===== src/rtl/rdb_pkg.sv =====
// Shared definitions for the recursive-doubling barrier engine:
// phase codes, node roles, configuration register indexes and field widths.
// No dependencies.
`timescale 1ns / 1ps
`default_nettype none

package rdb_pkg;

  // Field widths of the channels and registers
  localparam int unsigned PHASE_W    = 3;
  localparam int unsigned CFG_RANK_W = 10;
  localparam int unsigned ROLE_W     = 2;
  localparam int unsigned ROUND_W    = 4;
  localparam int unsigned FLAG_W     = 5;
  localparam int unsigned COUNT_W    = 16;
  localparam int unsigned CFG_DATA_W = 16;
  localparam int unsigned CFG_IDX_W  = 3;
  localparam int unsigned WORD_W     = 32;

  // Defaults for the top-level parameters
  localparam int unsigned DEF_RANK_BITS = 10;
  localparam int unsigned DEF_SEQ_BITS  = 32;

  // Phase codes
  localparam logic [PHASE_W-1:0] PH_INACTIVE = 3'd0;
  localparam logic [PHASE_W-1:0] PH_PRE      = 3'd1;
  localparam logic [PHASE_W-1:0] PH_EXCH     = 3'd2;
  localparam logic [PHASE_W-1:0] PH_POST     = 3'd3;
  localparam logic [PHASE_W-1:0] PH_DONE     = 3'd4;

  // Node roles
  localparam logic [ROLE_W-1:0] ROLE_EXCH_EXTRA = 2'd1;
  localparam logic [ROLE_W-1:0] ROLE_EXTRA      = 2'd2;

  // Input item kinds
  localparam logic KIND_START  = 1'b0;

  // Flag value that marks arrival (-1)
  localparam logic [FLAG_W-1:0] FLAG_ARRIVED = 5'h1f;

  // Configuration register indexes
  localparam logic [CFG_IDX_W-1:0] REG_MY_RANK        = 3'd0;
  localparam logic [CFG_IDX_W-1:0] REG_NODE_ROLE      = 3'd1;
  localparam logic [CFG_IDX_W-1:0] REG_EXTRA_RANK     = 3'd2;
  localparam logic [CFG_IDX_W-1:0] REG_EXCHANGE_COUNT = 3'd3;
  localparam logic [CFG_IDX_W-1:0] REG_FINAL_FLAG     = 3'd4;
  localparam logic [CFG_IDX_W-1:0] REG_POLL_LIMIT     = 3'd5;

endpackage

`default_nettype wire


===== src/rtl/recursive_doubling_barrier_engine.sv =====
// Per-node recursive-doubling barrier engine: phase control, polling and yield.
// Depends on rdb_pkg.
//
// Usage:
//   The input channel (in_valid/in_ready) carries start items (in_kind 0,
//   with in_generation) and partner status responses (in_kind 1, with
//   in_partner_seq and in_partner_flag). Every accepted item yields exactly
//   one result on the output channel (out_valid/out_ready): the phase, the
//   rank to poll next, the published flag and sequence, done and yielded.
//   The cfg_ port writes one register per cycle with no handshake; write it
//   only while no item is in flight.
//   out_valid rises in the cycle after the input transfer. Throughput is one
//   item per cycle: the state update and the next result are computed in one
//   pass of logic from the accepted item into the result register.
//   in_ready is high while the result register is empty or is being drained
//   in the same cycle; a stalled receiver holds the result and stops input.
//   Synchronous reset clears the configuration (poll limit to 1), returns
//   the engine to the inactive phase and empties the result register.
`timescale 1ns / 1ps
`default_nettype none

module recursive_doubling_barrier_engine
  import rdb_pkg::*;
#(
  parameter int unsigned RANK_BITS = DEF_RANK_BITS,
  parameter int unsigned SEQ_BITS  = DEF_SEQ_BITS
) (
  input  wire logic                  clk,
  input  wire logic                  rst_n,

  input  wire logic                  cfg_we,
  input  wire logic [CFG_IDX_W-1:0]  cfg_index,
  input  wire logic [CFG_DATA_W-1:0] cfg_wdata,

  input  wire logic                  in_valid,
  output logic                       in_ready,
  input  wire logic                  in_kind,
  input  wire logic [WORD_W-1:0]     in_generation,
  input  wire logic [WORD_W-1:0]     in_partner_seq,
  input  wire logic signed [FLAG_W-1:0] in_partner_flag,

  output logic                       out_valid,
  input  wire logic                  out_ready,
  output logic [PHASE_W-1:0]         out_phase,
  output logic [RANK_BITS-1:0]       out_poll_rank,
  output logic signed [FLAG_W-1:0]   out_my_flag,
  output logic [WORD_W-1:0]          out_my_seq,
  output logic                       out_done_res,
  output logic                       out_yielded
);

  localparam int unsigned RW = (RANK_BITS > CFG_RANK_W) ? RANK_BITS : CFG_RANK_W;
  localparam int unsigned SW = (SEQ_BITS > WORD_W) ? SEQ_BITS : WORD_W;

  // Configuration registers
  logic [CFG_RANK_W-1:0] my_rank_r;
  logic [ROLE_W-1:0]     node_role_r;
  logic [CFG_RANK_W-1:0] extra_rank_r;
  logic [ROUND_W-1:0]    exch_count_r;
  logic [ROUND_W-1:0]    final_flag_r;
  logic [COUNT_W-1:0]    poll_limit_r;

  // Engine state
  logic [PHASE_W-1:0]    phase_r,  phase_nxt;
  logic [ROUND_W-1:0]    round_r,  round_nxt;
  logic [SEQ_BITS-1:0]   gen_r,    gen_nxt;
  logic [FLAG_W-1:0]     flag_r,   flag_nxt;
  logic [COUNT_W-1:0]    cnt_r,    cnt_nxt;
  logic                  yield_nxt;

  // Result register
  logic                  out_valid_r;
  logic [PHASE_W-1:0]    out_phase_r;
  logic [RANK_BITS-1:0]  out_rank_r, rank_nxt;
  logic [FLAG_W-1:0]     out_flag_r;
  logic [WORD_W-1:0]     out_seq_r;
  logic                  out_done_r;
  logic                  out_yield_r;

  logic                  in_fire;
  logic [SW-1:0]         gen_ext, pseq_ext, gen_out_ext;
  logic [SEQ_BITS-1:0]   in_gen_s, in_seq_s;
  logic                  ok;
  logic                  adv;
  logic [ROUND_W:0]      adv_from;
  logic [COUNT_W-1:0]    lim, cnt_inc;
  logic signed [FLAG_W:0] pflag_s;
  logic [RW-1:0]         my_rank_ext, extra_rank_ext;
  logic [RANK_BITS-1:0]  round_bit;

  assign in_ready = !out_valid_r || out_ready;
  assign in_fire  = in_valid && in_ready;

  assign gen_ext  = SW'(in_generation);
  assign pseq_ext = SW'(in_partner_seq);
  assign in_gen_s = gen_ext[SEQ_BITS-1:0];
  assign in_seq_s = pseq_ext[SEQ_BITS-1:0];
  assign pflag_s  = (FLAG_W+1)'(in_partner_flag);

  assign lim     = (poll_limit_r == '0) ? COUNT_W'(1) : poll_limit_r;
  assign cnt_inc = cnt_r + COUNT_W'(1);

  always_comb begin
    phase_nxt = phase_r;
    round_nxt = round_r;
    gen_nxt   = gen_r;
    flag_nxt  = flag_r;
    cnt_nxt   = cnt_r;
    yield_nxt = 1'b0;
    adv       = 1'b0;
    adv_from  = '0;
    ok        = 1'b0;

    if (in_kind == KIND_START) begin
      gen_nxt   = in_gen_s;
      flag_nxt  = FLAG_ARRIVED;
      cnt_nxt   = '0;
      round_nxt = '0;
      if (node_role_r == ROLE_EXCH_EXTRA) begin
        phase_nxt = PH_PRE;
      end else begin
        adv = 1'b1;
      end
    end else if (phase_r == PH_PRE || phase_r == PH_EXCH || phase_r == PH_POST) begin
      case (phase_r)
        PH_PRE: begin
          ok = (in_seq_s >= gen_r);
        end
        PH_EXCH: begin
          ok = (in_seq_s > gen_r) ||
               ((in_seq_s == gen_r) && (pflag_s >= $signed({2'b00, round_r})));
        end
        default: begin
          ok = (in_seq_s > gen_r) ||
               ((in_seq_s == gen_r) && (pflag_s == $signed({2'b00, final_flag_r})));
        end
      endcase
      if (ok) begin
        case (phase_r)
          PH_PRE: begin
            adv = 1'b1;
          end
          PH_EXCH: begin
            adv      = 1'b1;
            adv_from = {1'b0, round_r} + (ROUND_W+1)'(1);
          end
          default: begin
            cnt_nxt   = '0;
            phase_nxt = PH_DONE;
          end
        endcase
      end else begin
        // count the failed poll; yield at the limit or on wrap
        cnt_nxt = cnt_inc;
        if (cnt_inc >= lim || cnt_inc == '0) begin
          yield_nxt = 1'b1;
          cnt_nxt   = '0;
        end
      end
    end

    if (adv) begin
      cnt_nxt = '0;
      if (adv_from < {1'b0, exch_count_r}) begin
        phase_nxt = PH_EXCH;
        round_nxt = adv_from[ROUND_W-1:0];
        flag_nxt  = adv_from;
      end else if (node_role_r == ROLE_EXTRA) begin
        phase_nxt = PH_POST;
      end else begin
        if (node_role_r == ROLE_EXCH_EXTRA) begin
          flag_nxt = {1'b0, exch_count_r};
        end
        phase_nxt = PH_DONE;
      end
    end
  end

  // Next rank to poll, reduced to RANK_BITS
  assign my_rank_ext    = RW'(my_rank_r);
  assign extra_rank_ext = RW'(extra_rank_r);
  assign round_bit      = {{(RANK_BITS-1){1'b0}}, 1'b1} << round_nxt;

  always_comb begin
    case (phase_nxt)
      PH_PRE, PH_POST: rank_nxt = extra_rank_ext[RANK_BITS-1:0];
      PH_EXCH:         rank_nxt = my_rank_ext[RANK_BITS-1:0] ^ round_bit;
      default:         rank_nxt = '0;
    endcase
  end

  assign gen_out_ext = SW'(gen_nxt);

  // Configuration writes
  always_ff @(posedge clk) begin
    if (!rst_n) begin
      my_rank_r    <= '0;
      node_role_r  <= '0;
      extra_rank_r <= '0;
      exch_count_r <= '0;
      final_flag_r <= '0;
      poll_limit_r <= COUNT_W'(1);
    end else if (cfg_we) begin
      case (cfg_index)
        REG_MY_RANK:        my_rank_r    <= cfg_wdata[CFG_RANK_W-1:0];
        REG_NODE_ROLE:      node_role_r  <= cfg_wdata[ROLE_W-1:0];
        REG_EXTRA_RANK:     extra_rank_r <= cfg_wdata[CFG_RANK_W-1:0];
        REG_EXCHANGE_COUNT: exch_count_r <= cfg_wdata[ROUND_W-1:0];
        REG_FINAL_FLAG:     final_flag_r <= cfg_wdata[ROUND_W-1:0];
        REG_POLL_LIMIT:     poll_limit_r <= cfg_wdata[COUNT_W-1:0];
        default: ;
      endcase
    end
  end

  // Engine state advances on each input transfer
  always_ff @(posedge clk) begin
    if (!rst_n) begin
      phase_r <= PH_INACTIVE;
      round_r <= '0;
      gen_r   <= '0;
      flag_r  <= '0;
      cnt_r   <= '0;
    end else if (in_fire) begin
      phase_r <= phase_nxt;
      round_r <= round_nxt;
      gen_r   <= gen_nxt;
      flag_r  <= flag_nxt;
      cnt_r   <= cnt_nxt;
    end
  end

  // Result register: hold while the receiver stalls
  always_ff @(posedge clk) begin
    if (!rst_n) begin
      out_valid_r <= 1'b0;
    end else if (in_fire) begin
      out_valid_r <= 1'b1;
    end else if (out_ready) begin
      out_valid_r <= 1'b0;
    end
  end

  always_ff @(posedge clk) begin
    if (in_fire) begin
      out_phase_r <= phase_nxt;
      out_rank_r  <= rank_nxt;
      out_flag_r  <= flag_nxt;
      out_seq_r   <= gen_out_ext[WORD_W-1:0];
      out_done_r  <= (phase_nxt == PH_DONE);
      out_yield_r <= yield_nxt;
    end
  end

  assign out_valid     = out_valid_r;
  assign out_phase     = out_phase_r;
  assign out_poll_rank = out_rank_r;
  assign out_my_flag   = out_flag_r;
  assign out_my_seq    = out_seq_r;
  assign out_done_res  = out_done_r;
  assign out_yielded   = out_yield_r;

endmodule

`default_nettype wire

===== config.mk =====
export PLATFORM = sky130hd
export DESIGN_NAME = recursive_doubling_barrier_engine
export DESIGN_NICKNAME = d
export VERILOG_FILES = /design/src/rtl/rdb_pkg.sv /design/src/rtl/recursive_doubling_barrier_engine.sv
export SDC_FILE = /design/constraint.sdc
export NUM_CORES = 1
export LEC_CHECK = 0
export ABC_AREA = 0
export ABC_CLOCK_PERIOD_IN_PS = 12300
export BUFFER_PORTS_ARGS = -buffer_cell sky130_fd_sc_hd__buf_2
export CAP_MARGIN = 10
export CORE_UTILIZATION = 50
export DETAILED_ROUTE_END_ITERATION = 8
export GPL_TIMING_DRIVEN = 0
export PLACE_DENSITY = 0.72
export RECOVER_POWER = 100
export SETUP_SLACK_MARGIN = 0.3
export SLEW_MARGIN = 20
export SYNTH_ARGS = -nofsm -noshare
export SYNTH_HDL_FRONTEND = slang
export SYNTH_SLANG_ARGS = --single-unit
export TNS_END_PERCENT = 50

===== constraint.sdc =====
create_clock -name clk -period 12.3 [get_ports clk]
set_clock_uncertainty 0.15 [all_clocks]
set_input_delay 1.845 -clock clk [delete_from_list [all_inputs] [get_ports clk]]
set_output_delay 1.845 -clock clk [all_outputs]
set_load 0.005 [all_outputs]

======== Word level (Yosys, flattened, before mapping) ========
Cells that the tools add are included.
cells by class
  reduce and logical (&&, ||, !) cells .... 24
  bitwise gates (word level) .............. 3
  magnitude comparators ................... 5
  shift operators ......................... 1
  add/sub/neg operators ................... 2
  equal/unequal tests ..................... 18
  mux-type cells .......................... 40
operator list
  cell                                               count
  two-way mux 16 bit                                 7
  two-way mux 5 bit                                  9
  == test 32 bit                                     1
  greater-or-equal comparator 32 bit                 1
  greater-than comparator 32 bit                     1
  logical NOT 16 bit                                 2
  two-way mux 32 bit                                 1
  two-way mux 3 bit                                  8
  case mux 10 bit (2 select lines)                   1
  == test 3 x 2 -> 1 bit (second input constant)     6
  adder 16 x 1 -> 16 bit (second input constant)     1
  greater-or-equal comparator 16 bit                 1
  two-way mux 4 bit                                  3
  AND reduction 2 bit                                6
  two-way mux 1 bit                                  10
  left shift 1 x 4 -> 10 bit (first input constant)  1
  XOR 10 bit                                         1
  == test 3 x 1 -> 1 bit (second input constant)     3
  == test 3 bit (second input constant)              3
  logical OR 1 bit                                   6
  adder 4 x 1 -> 5 bit (second input constant)       1
  == test 5 bit                                      1
  greater-or-equal comparator 5 bit                  1
  < comparator 5 x 4 -> 1 bit                        1
  other kinds (13)                                   17
word-level totals
  flip-flop bits (word level) ............. 159
  output and inout port bits .............. 54
  logic and storage cells ................. 111

======== Depth between registers and ports, before layout ========
  depth after elaboration ................. 15
  mapped depth ............................ 22
  mapped depth without buffers ............ 19

======== Worst setup path after synthesis ========
No wires, ideal clock.
  kind .................................... input port to flip-flop
  start ................................... input port in_partner_seq[14]
  end ..................................... register out_rank_r[8], in the netlist out_poll_rank[8] (data pin)
  path slack .............................. 6.293 ns
  data arrival time ....................... 5.592 ns
  cell stages on the path ................. 21
  buffers on the path ..................... 3
  data required time ...................... 11.885 ns
  cells stage by stage .................... ha_1 -> a21oi_1 -> nand2_1 -> a221o_1 -> or3_4 -> a21o_1 -> and3_1 -> clkbuf_1 -> and2_1 -> ha_1 -> nor2b_1 -> o21ai_0 -> nand2b_1 -> a21oi_1 -> o31a_1 -> buf_2 -> buf_2 -> o2111ai_1 -> a211oi_1 -> xnor2_1 -> o2bb2ai_1
on the way
  cells in the longest elaborated chain, start to end .. 15
  elaborated cells on any way between the ends .. 31
ends and longest elaborated chain
  item                                                                    line                                                                                text
  start: declaration                                                      recursive_doubling_barrier_engine.sv:39                                             input wire logic [WORD_W-1:0] in_partner_seq,
  branches (longest 3 deep; another with greater-than comparator 32 bit)  -
  case mux 1 bit (2 select lines) (*)                                     recursive_doubling_barrier_engine.sv:125                                            case (phase_r)
  two-way mux 1 bit (*)                                                   recursive_doubling_barrier_engine.sv:124                                            end else if (phase_r == PH_PRE || phase_r == PH_EXCH || phase_r == PH_POST) begin
  two-way mux 1 bit (*)                                                   recursive_doubling_barrier_engine.sv:114                                            if (in_kind == KIND_START) begin
  two-way mux 5 bit                                                       recursive_doubling_barrier_engine.sv:138                                            if (ok) begin
  two-way mux 5 bit                                                       recursive_doubling_barrier_engine.sv:124
  two-way mux 5 bit                                                       recursive_doubling_barrier_engine.sv:114
  < comparator 5 x 4 -> 1 bit                                             recursive_doubling_barrier_engine.sv:164                                            if (adv_from < {1'b0, exch_count_r}) begin
  two-way mux 3 bit or two-way mux 4 bit (tied branches)                  recursive_doubling_barrier_engine.sv:164
  two-way mux 3 bit or two-way mux 4 bit (tied branches)                  recursive_doubling_barrier_engine.sv:162                                            if (adv) begin
  == test 3 x 1 -> 1 bit (tied with other cells)                          recursive_doubling_barrier_engine.sv:185                                            case (phase_nxt)
  OR reduction 2 bit or XOR 10 bit (tied branches)                        recursive_doubling_barrier_engine.sv:185, recursive_doubling_barrier_engine.sv:187
  case mux 10 bit (2 select lines) (*)                                    recursive_doubling_barrier_engine.sv:185
  named net rank_nxt[8]                                                   recursive_doubling_barrier_engine.sv:74                                             logic [RANK_BITS-1:0] out_rank_r, rank_nxt;
  end signal: assignment                                                  recursive_doubling_barrier_engine.sv:247                                            out_rank_r <= rank_nxt;
  end: declaration                                                        recursive_doubling_barrier_engine.sv:74
Mark *: on every way through the listed nets, which the timed path passes. The select of a mux whose other input is x is not followed.
A chain may end at the register's enable or synchronous reset.

======== Worst setup path after layout ========
  start ................................... input port in_partner_seq[15]
  end ..................................... register out_rank_r[8], in the netlist out_poll_rank[8] (data pin)
The elaborated chain is that of the path after synthesis.

==> flow_metrics.env <==
export IMPL_status="finished, violations left"
export IMPL_failed_checks="capacitance limit, slew limit"
export IMPL_gr_usage_all_layers=0.252
export IMPL_netlist_top_cells_area="dfxtp_1, edfxtp_1, ha_1"
export IMPL_switching_share=0.263
export IMPL_share_seq_of_total_power=0.479
export IMPL_worst_setup_path_end_kind="register"
export IMPL_postRouteAntennaNets=0
export IMPL_initial_utilization=0.520
export IMPL_area_growth_syn_to_layout_pct=17.1
export IMPL_postSynthRegisterBits=159
export IMPL_htree_levels=4
export IMPL_cts_buffer_depth=2
export IMPL_route_layer_met1_wl_um=10000
export IMPL_synth_edf_count=52
export IMPL_rows=47
export IMPL_first_global_vias=7024
export IMPL_cts_sinks=159
export IMPL_post_cts_hold_buffer_count=0
export IMPL_path_clk_slew_ps=60
export IMPL_startpoint_type="input port"
export IMPL_irDropWorstVdd_mv=0.107
export IMPL_drtIter0Drc=544
export IMPL_placement_io_buffers=145
export IMPL_slew_violations=64
export IMPL_min_delay_worst_endpoint="extra_rank_ext[8]"
export IMPL_timing_worst_setup_path_type="input port to register"
export IMPL_async_flop_share=0
export IMPL_pwr_density_cell_mw_per_mm2=118
export IMPL_timing_hold_worst_start="extra_rank_ext[8]"
export IMPL_setup_viol=0
export IMPL_synth_yosys_seq_area_share=0.423
export IMPL_core_area_mm2=0.0168
export IMPL_dieArea_mm2=0.0180
export IMPL_pwr_share_clk=0.399
export IMPL_number_of_remaining_drc_errors=0
export IMPL_setup_tns_ps=0
export IMPL_r2r_end="out_poll_rank[8]"
export IMPL_worst_reg_to_reg_cells=22
export IMPL_cts_root_buf="clkbuf_16"
export IMPL_dr_total_vias=7504
export IMPL_mostFrequentLayoutCell="nand2_1"
export IMPL_tritoncts="done"
export IMPL_period_needed_ps=6890
export IMPL_critPathMostFrequentCell="clkbuf_1"
export IMPL_yosys_area_top_type_share=0.245
export IMPL_yosys_most_used_dff="dfxtp_1"
export IMPL_timing_rr_start="gen_r[15]"
export IMPL_grt_pass1_wl_um=35400
export IMPL_route_met2_wl_um=10200
export IMPL_placedCellCount=1319
export IMPL_timing_critical_path_slowest_stage_cell="a211oi_1"
export IMPL_cp_max_fo=10
export IMPL_worst_ep_arrival_time_ps=6900
export IMPL_final_global_route_overflow_total=0
export IMPL_timing_hold_worst_path_depth=2
export IMPL_post_route_cells_drive_above_1_share=0.156
export IMPL_grt_max_degree=33
export IMPL_boundaryPins=148
export IMPL_cts_made_buffers=17
export IMPL_remaining_max_slew_budget_at_the_tightest_pin=-0.192
export IMPL_rsz0062_at_grt="false"
export IMPL_power_leakage_nw=3.89
export IMPL_internal_power_mw=0.891
export IMPL_worst_hold_path_type="register to register"
export IMPL_routed_wire_length_per_instance_um=16.4
export IMPL_die_y_extent_um=134
export IMPL_syn_instance_count=953
export IMPL_max_stage_delay_ps=510
export IMPL_routed_wirelength_um=22200
export IMPL_clock_fmax_ghz=0.145
export IMPL_final_number_of_hold_violating_endpoints=0
export IMPL_route_met3_wl_um=1590
export IMPL_crit_path_cell_trace="buf_2 > ha_1 > nand4_1 > nor2_1 > a221o_1 > or3_4 > a21o_1 > and3_1 > clkbuf_1 > and2_0 > ha_1 > nor2b_1 > o21ai_0 > nand2b_1 > a21oi_1 > o31a_1 > clkbuf_1 > clkbuf_1 > o2111ai_1 > a211oi_1 > xnor2_1 > o2bb2ai_1"
export IMPL_fp_dieW_um=134
export IMPL_synth_area_leader_cell="dfxtp_1"
export IMPL_synthDistinctLibCells=67
export IMPL_power_combinational_fraction=0.122
export IMPL_finish_net_count=1269
export IMPL_dr_pass1_iters=7
export IMPL_finalNonFillerCells=1354
export IMPL_avgSynthCellArea_um2=9.18
export IMPL_detail_route_vias_per_cell=5.54
export IMPL_post_cts_setup_buffers=0
export IMPL_detailed_place_hpwl_um=16700
export IMPL_tightest_slew_ps=1790
export IMPL_route_top_layer_used="met4"
export IMPL_clk_insertion_delay_late_ps=430
export IMPL_final_cell_mix="nand2_1, buf_2, dfxtp_1"
export IMPL_synth_net_count=1104
export IMPL_antenna_found_initial=1
export IMPL_globalplace_congestion=0.908
export IMPL_worst_r2r_setup_slack_ps=6550
export IMPL_timing_max_cap_violations=3
export IMPL_yosysWarningCount=0
export IMPL_syn_area_mm2=0.00875
export IMPL_switching_power_mw=0.318
export IMPL_final_period_utilization=0.560
export IMPL_post_cts_resize_count=0
export IMPL_cp_data_required_time_ps=12310
==> state kept, by name, indices dropped and copies added, names as in the netlist <==
register and cells:
cnt_r 16, exch_count_r 4, extra_rank_ext 10, final_flag_r 4, flag_r 5, gen_r 32
my_rank_ext 10, node_role_r 2, out_done_res 1, out_my_flag 5, out_my_seq 32, out_phase 3
out_poll_rank 10, out_valid 1, out_yielded 1, phase_r 3, poll_limit_r 16, round_r 4
==> per-stage QoR <==
stage | cell area (µm²) | util | hold slack (ps) | power, mW | worst slack, ps
2_1_floorplan | 8750 | - | 293 | 0.678 | 6290
3_3_place_gp | 9750 | 0.580 | 301 | 0.737 | 5350
5_1_grt | 10200 | 0.609 | 332 | 1.26 | 5250
4_1_cts | 10300 | 0.613 | 319 | 1.22 | 5780
3_5_place_dp | 9780 | 0.581 | 310 | 0.740 | 5340
6_report | 10200 | 0.609 | 319 | 1.21 | 5410
==> power by group through the flow <==
stage | Sequential [mW] | Clock, mW | Combinational, mW
CTS | 0.578 | 0.489 | 0.152
floorplan | 0.590 | 0 | 0.0879
detailed placement | 0.590 | 0 | 0.151
global placement | 0.590 | 0 | 0.147
finish | 0.579 | 0.482 | 0.148
global route | 0.581 | 0.515 | 0.165
==> cell usage after synthesis, types with 9 or more instances <==
| library cell | n |
|---|---|
| a21o_1 | 13 |
| xor2_1 | 17 |
| nor3_1 | 21 |
| ha_1 | 57 |
| nand4_1 | 13 |
| nand2_1 | 169 |
| nand3_1 | 15 |
| o21ai_0 | 32 |
| a22oi_1 | 10 |
| clkbuf_1 | 35 |
| nor4_1 | 9 |
| inv_1 | 60 |
| edfxtp_1 | 52 |
| a21boi_0 | 76 |
| nand2b_1 | 11 |
| a21oi_1 | 32 |
| nor2b_1 | 24 |
| mux2_2 | 32 |
| xnor2_1 | 16 |
| o2bb2ai_1 | 11 |
| nor2_1 | 29 |
| dfxtp_1 | 107 |
==> cell type report <==
class | count | area [µm²]
Buffer | 48 | 185
Clock buffer | 19 | 443
Inverter | 61 | 229
Antenna cell | 3 | 7.51
Sequential cell | 159 | 3700
Multi-Input combinational cell | 685 | 4610
Tap cell | 220 | 275
Fill cell | 1530 | 6570
Timing Repair Buffer | 146 | 702
Clock inverter | 13 | 91.3
==> routing by layer <==
metal  global-route usage  vias up
li1                     -     3705
met1                0.342     3508
met2                0.403      259
met3               0.0488       32
met4               0.0780        0
met5                    0        -
==> worst max-delay path: cells and delay by family <==
| family | cells | cell delay (ps) |
|---|---|---|
| adders and majority gates | 2 | 620 |
| AOI/OAI and AO/OA | 8 | 1900 |
| buffers and inverters | 4 | 1020 |
| and+or+nand+nor | 7 | 1320 |
| xor gates and xnor gates | 1 | 180 |
==> worst max-delay path by stage <==
stage | depth (start not counted) | endpoint | from | slack, ps
after floorplan | 21 | out_poll_rank[8] | in_partner_seq[14] | 6290
after global placement | 19 | out_poll_rank[6] | in_partner_seq[15] | 5350
after detailed placement | 19 | out_poll_rank[6] | in_partner_seq[15] | 5340
after CTS | 19 | out_poll_rank[6] | in_partner_seq[15] | 5780
after global routing | 22 | out_poll_rank[8] | in_partner_seq[29] | 5250
final | 22 | out_poll_rank[8] | in_partner_seq[15] | 5410
==> cell families (layout without fill, tap and decap cells) <==
logic type / count (synthesis) / in the layout / synth area share
AOI/OAI and AO/OA: 224 / 224 / 0.182
xor gates and xnor gates: 33 / 33 / 0.0330
adders and majority gates: 57 / 57 / 0.0815
buffers and inverters: 109 / 287 / 0.0489
DFF: 159 / 159 / 0.423
muxes: 40 / 40 / 0.0503
other: 0 / 3 / 0
and+or+nand+nor: 331 / 331 / 0.181
(Power assumes the default switching activity.)
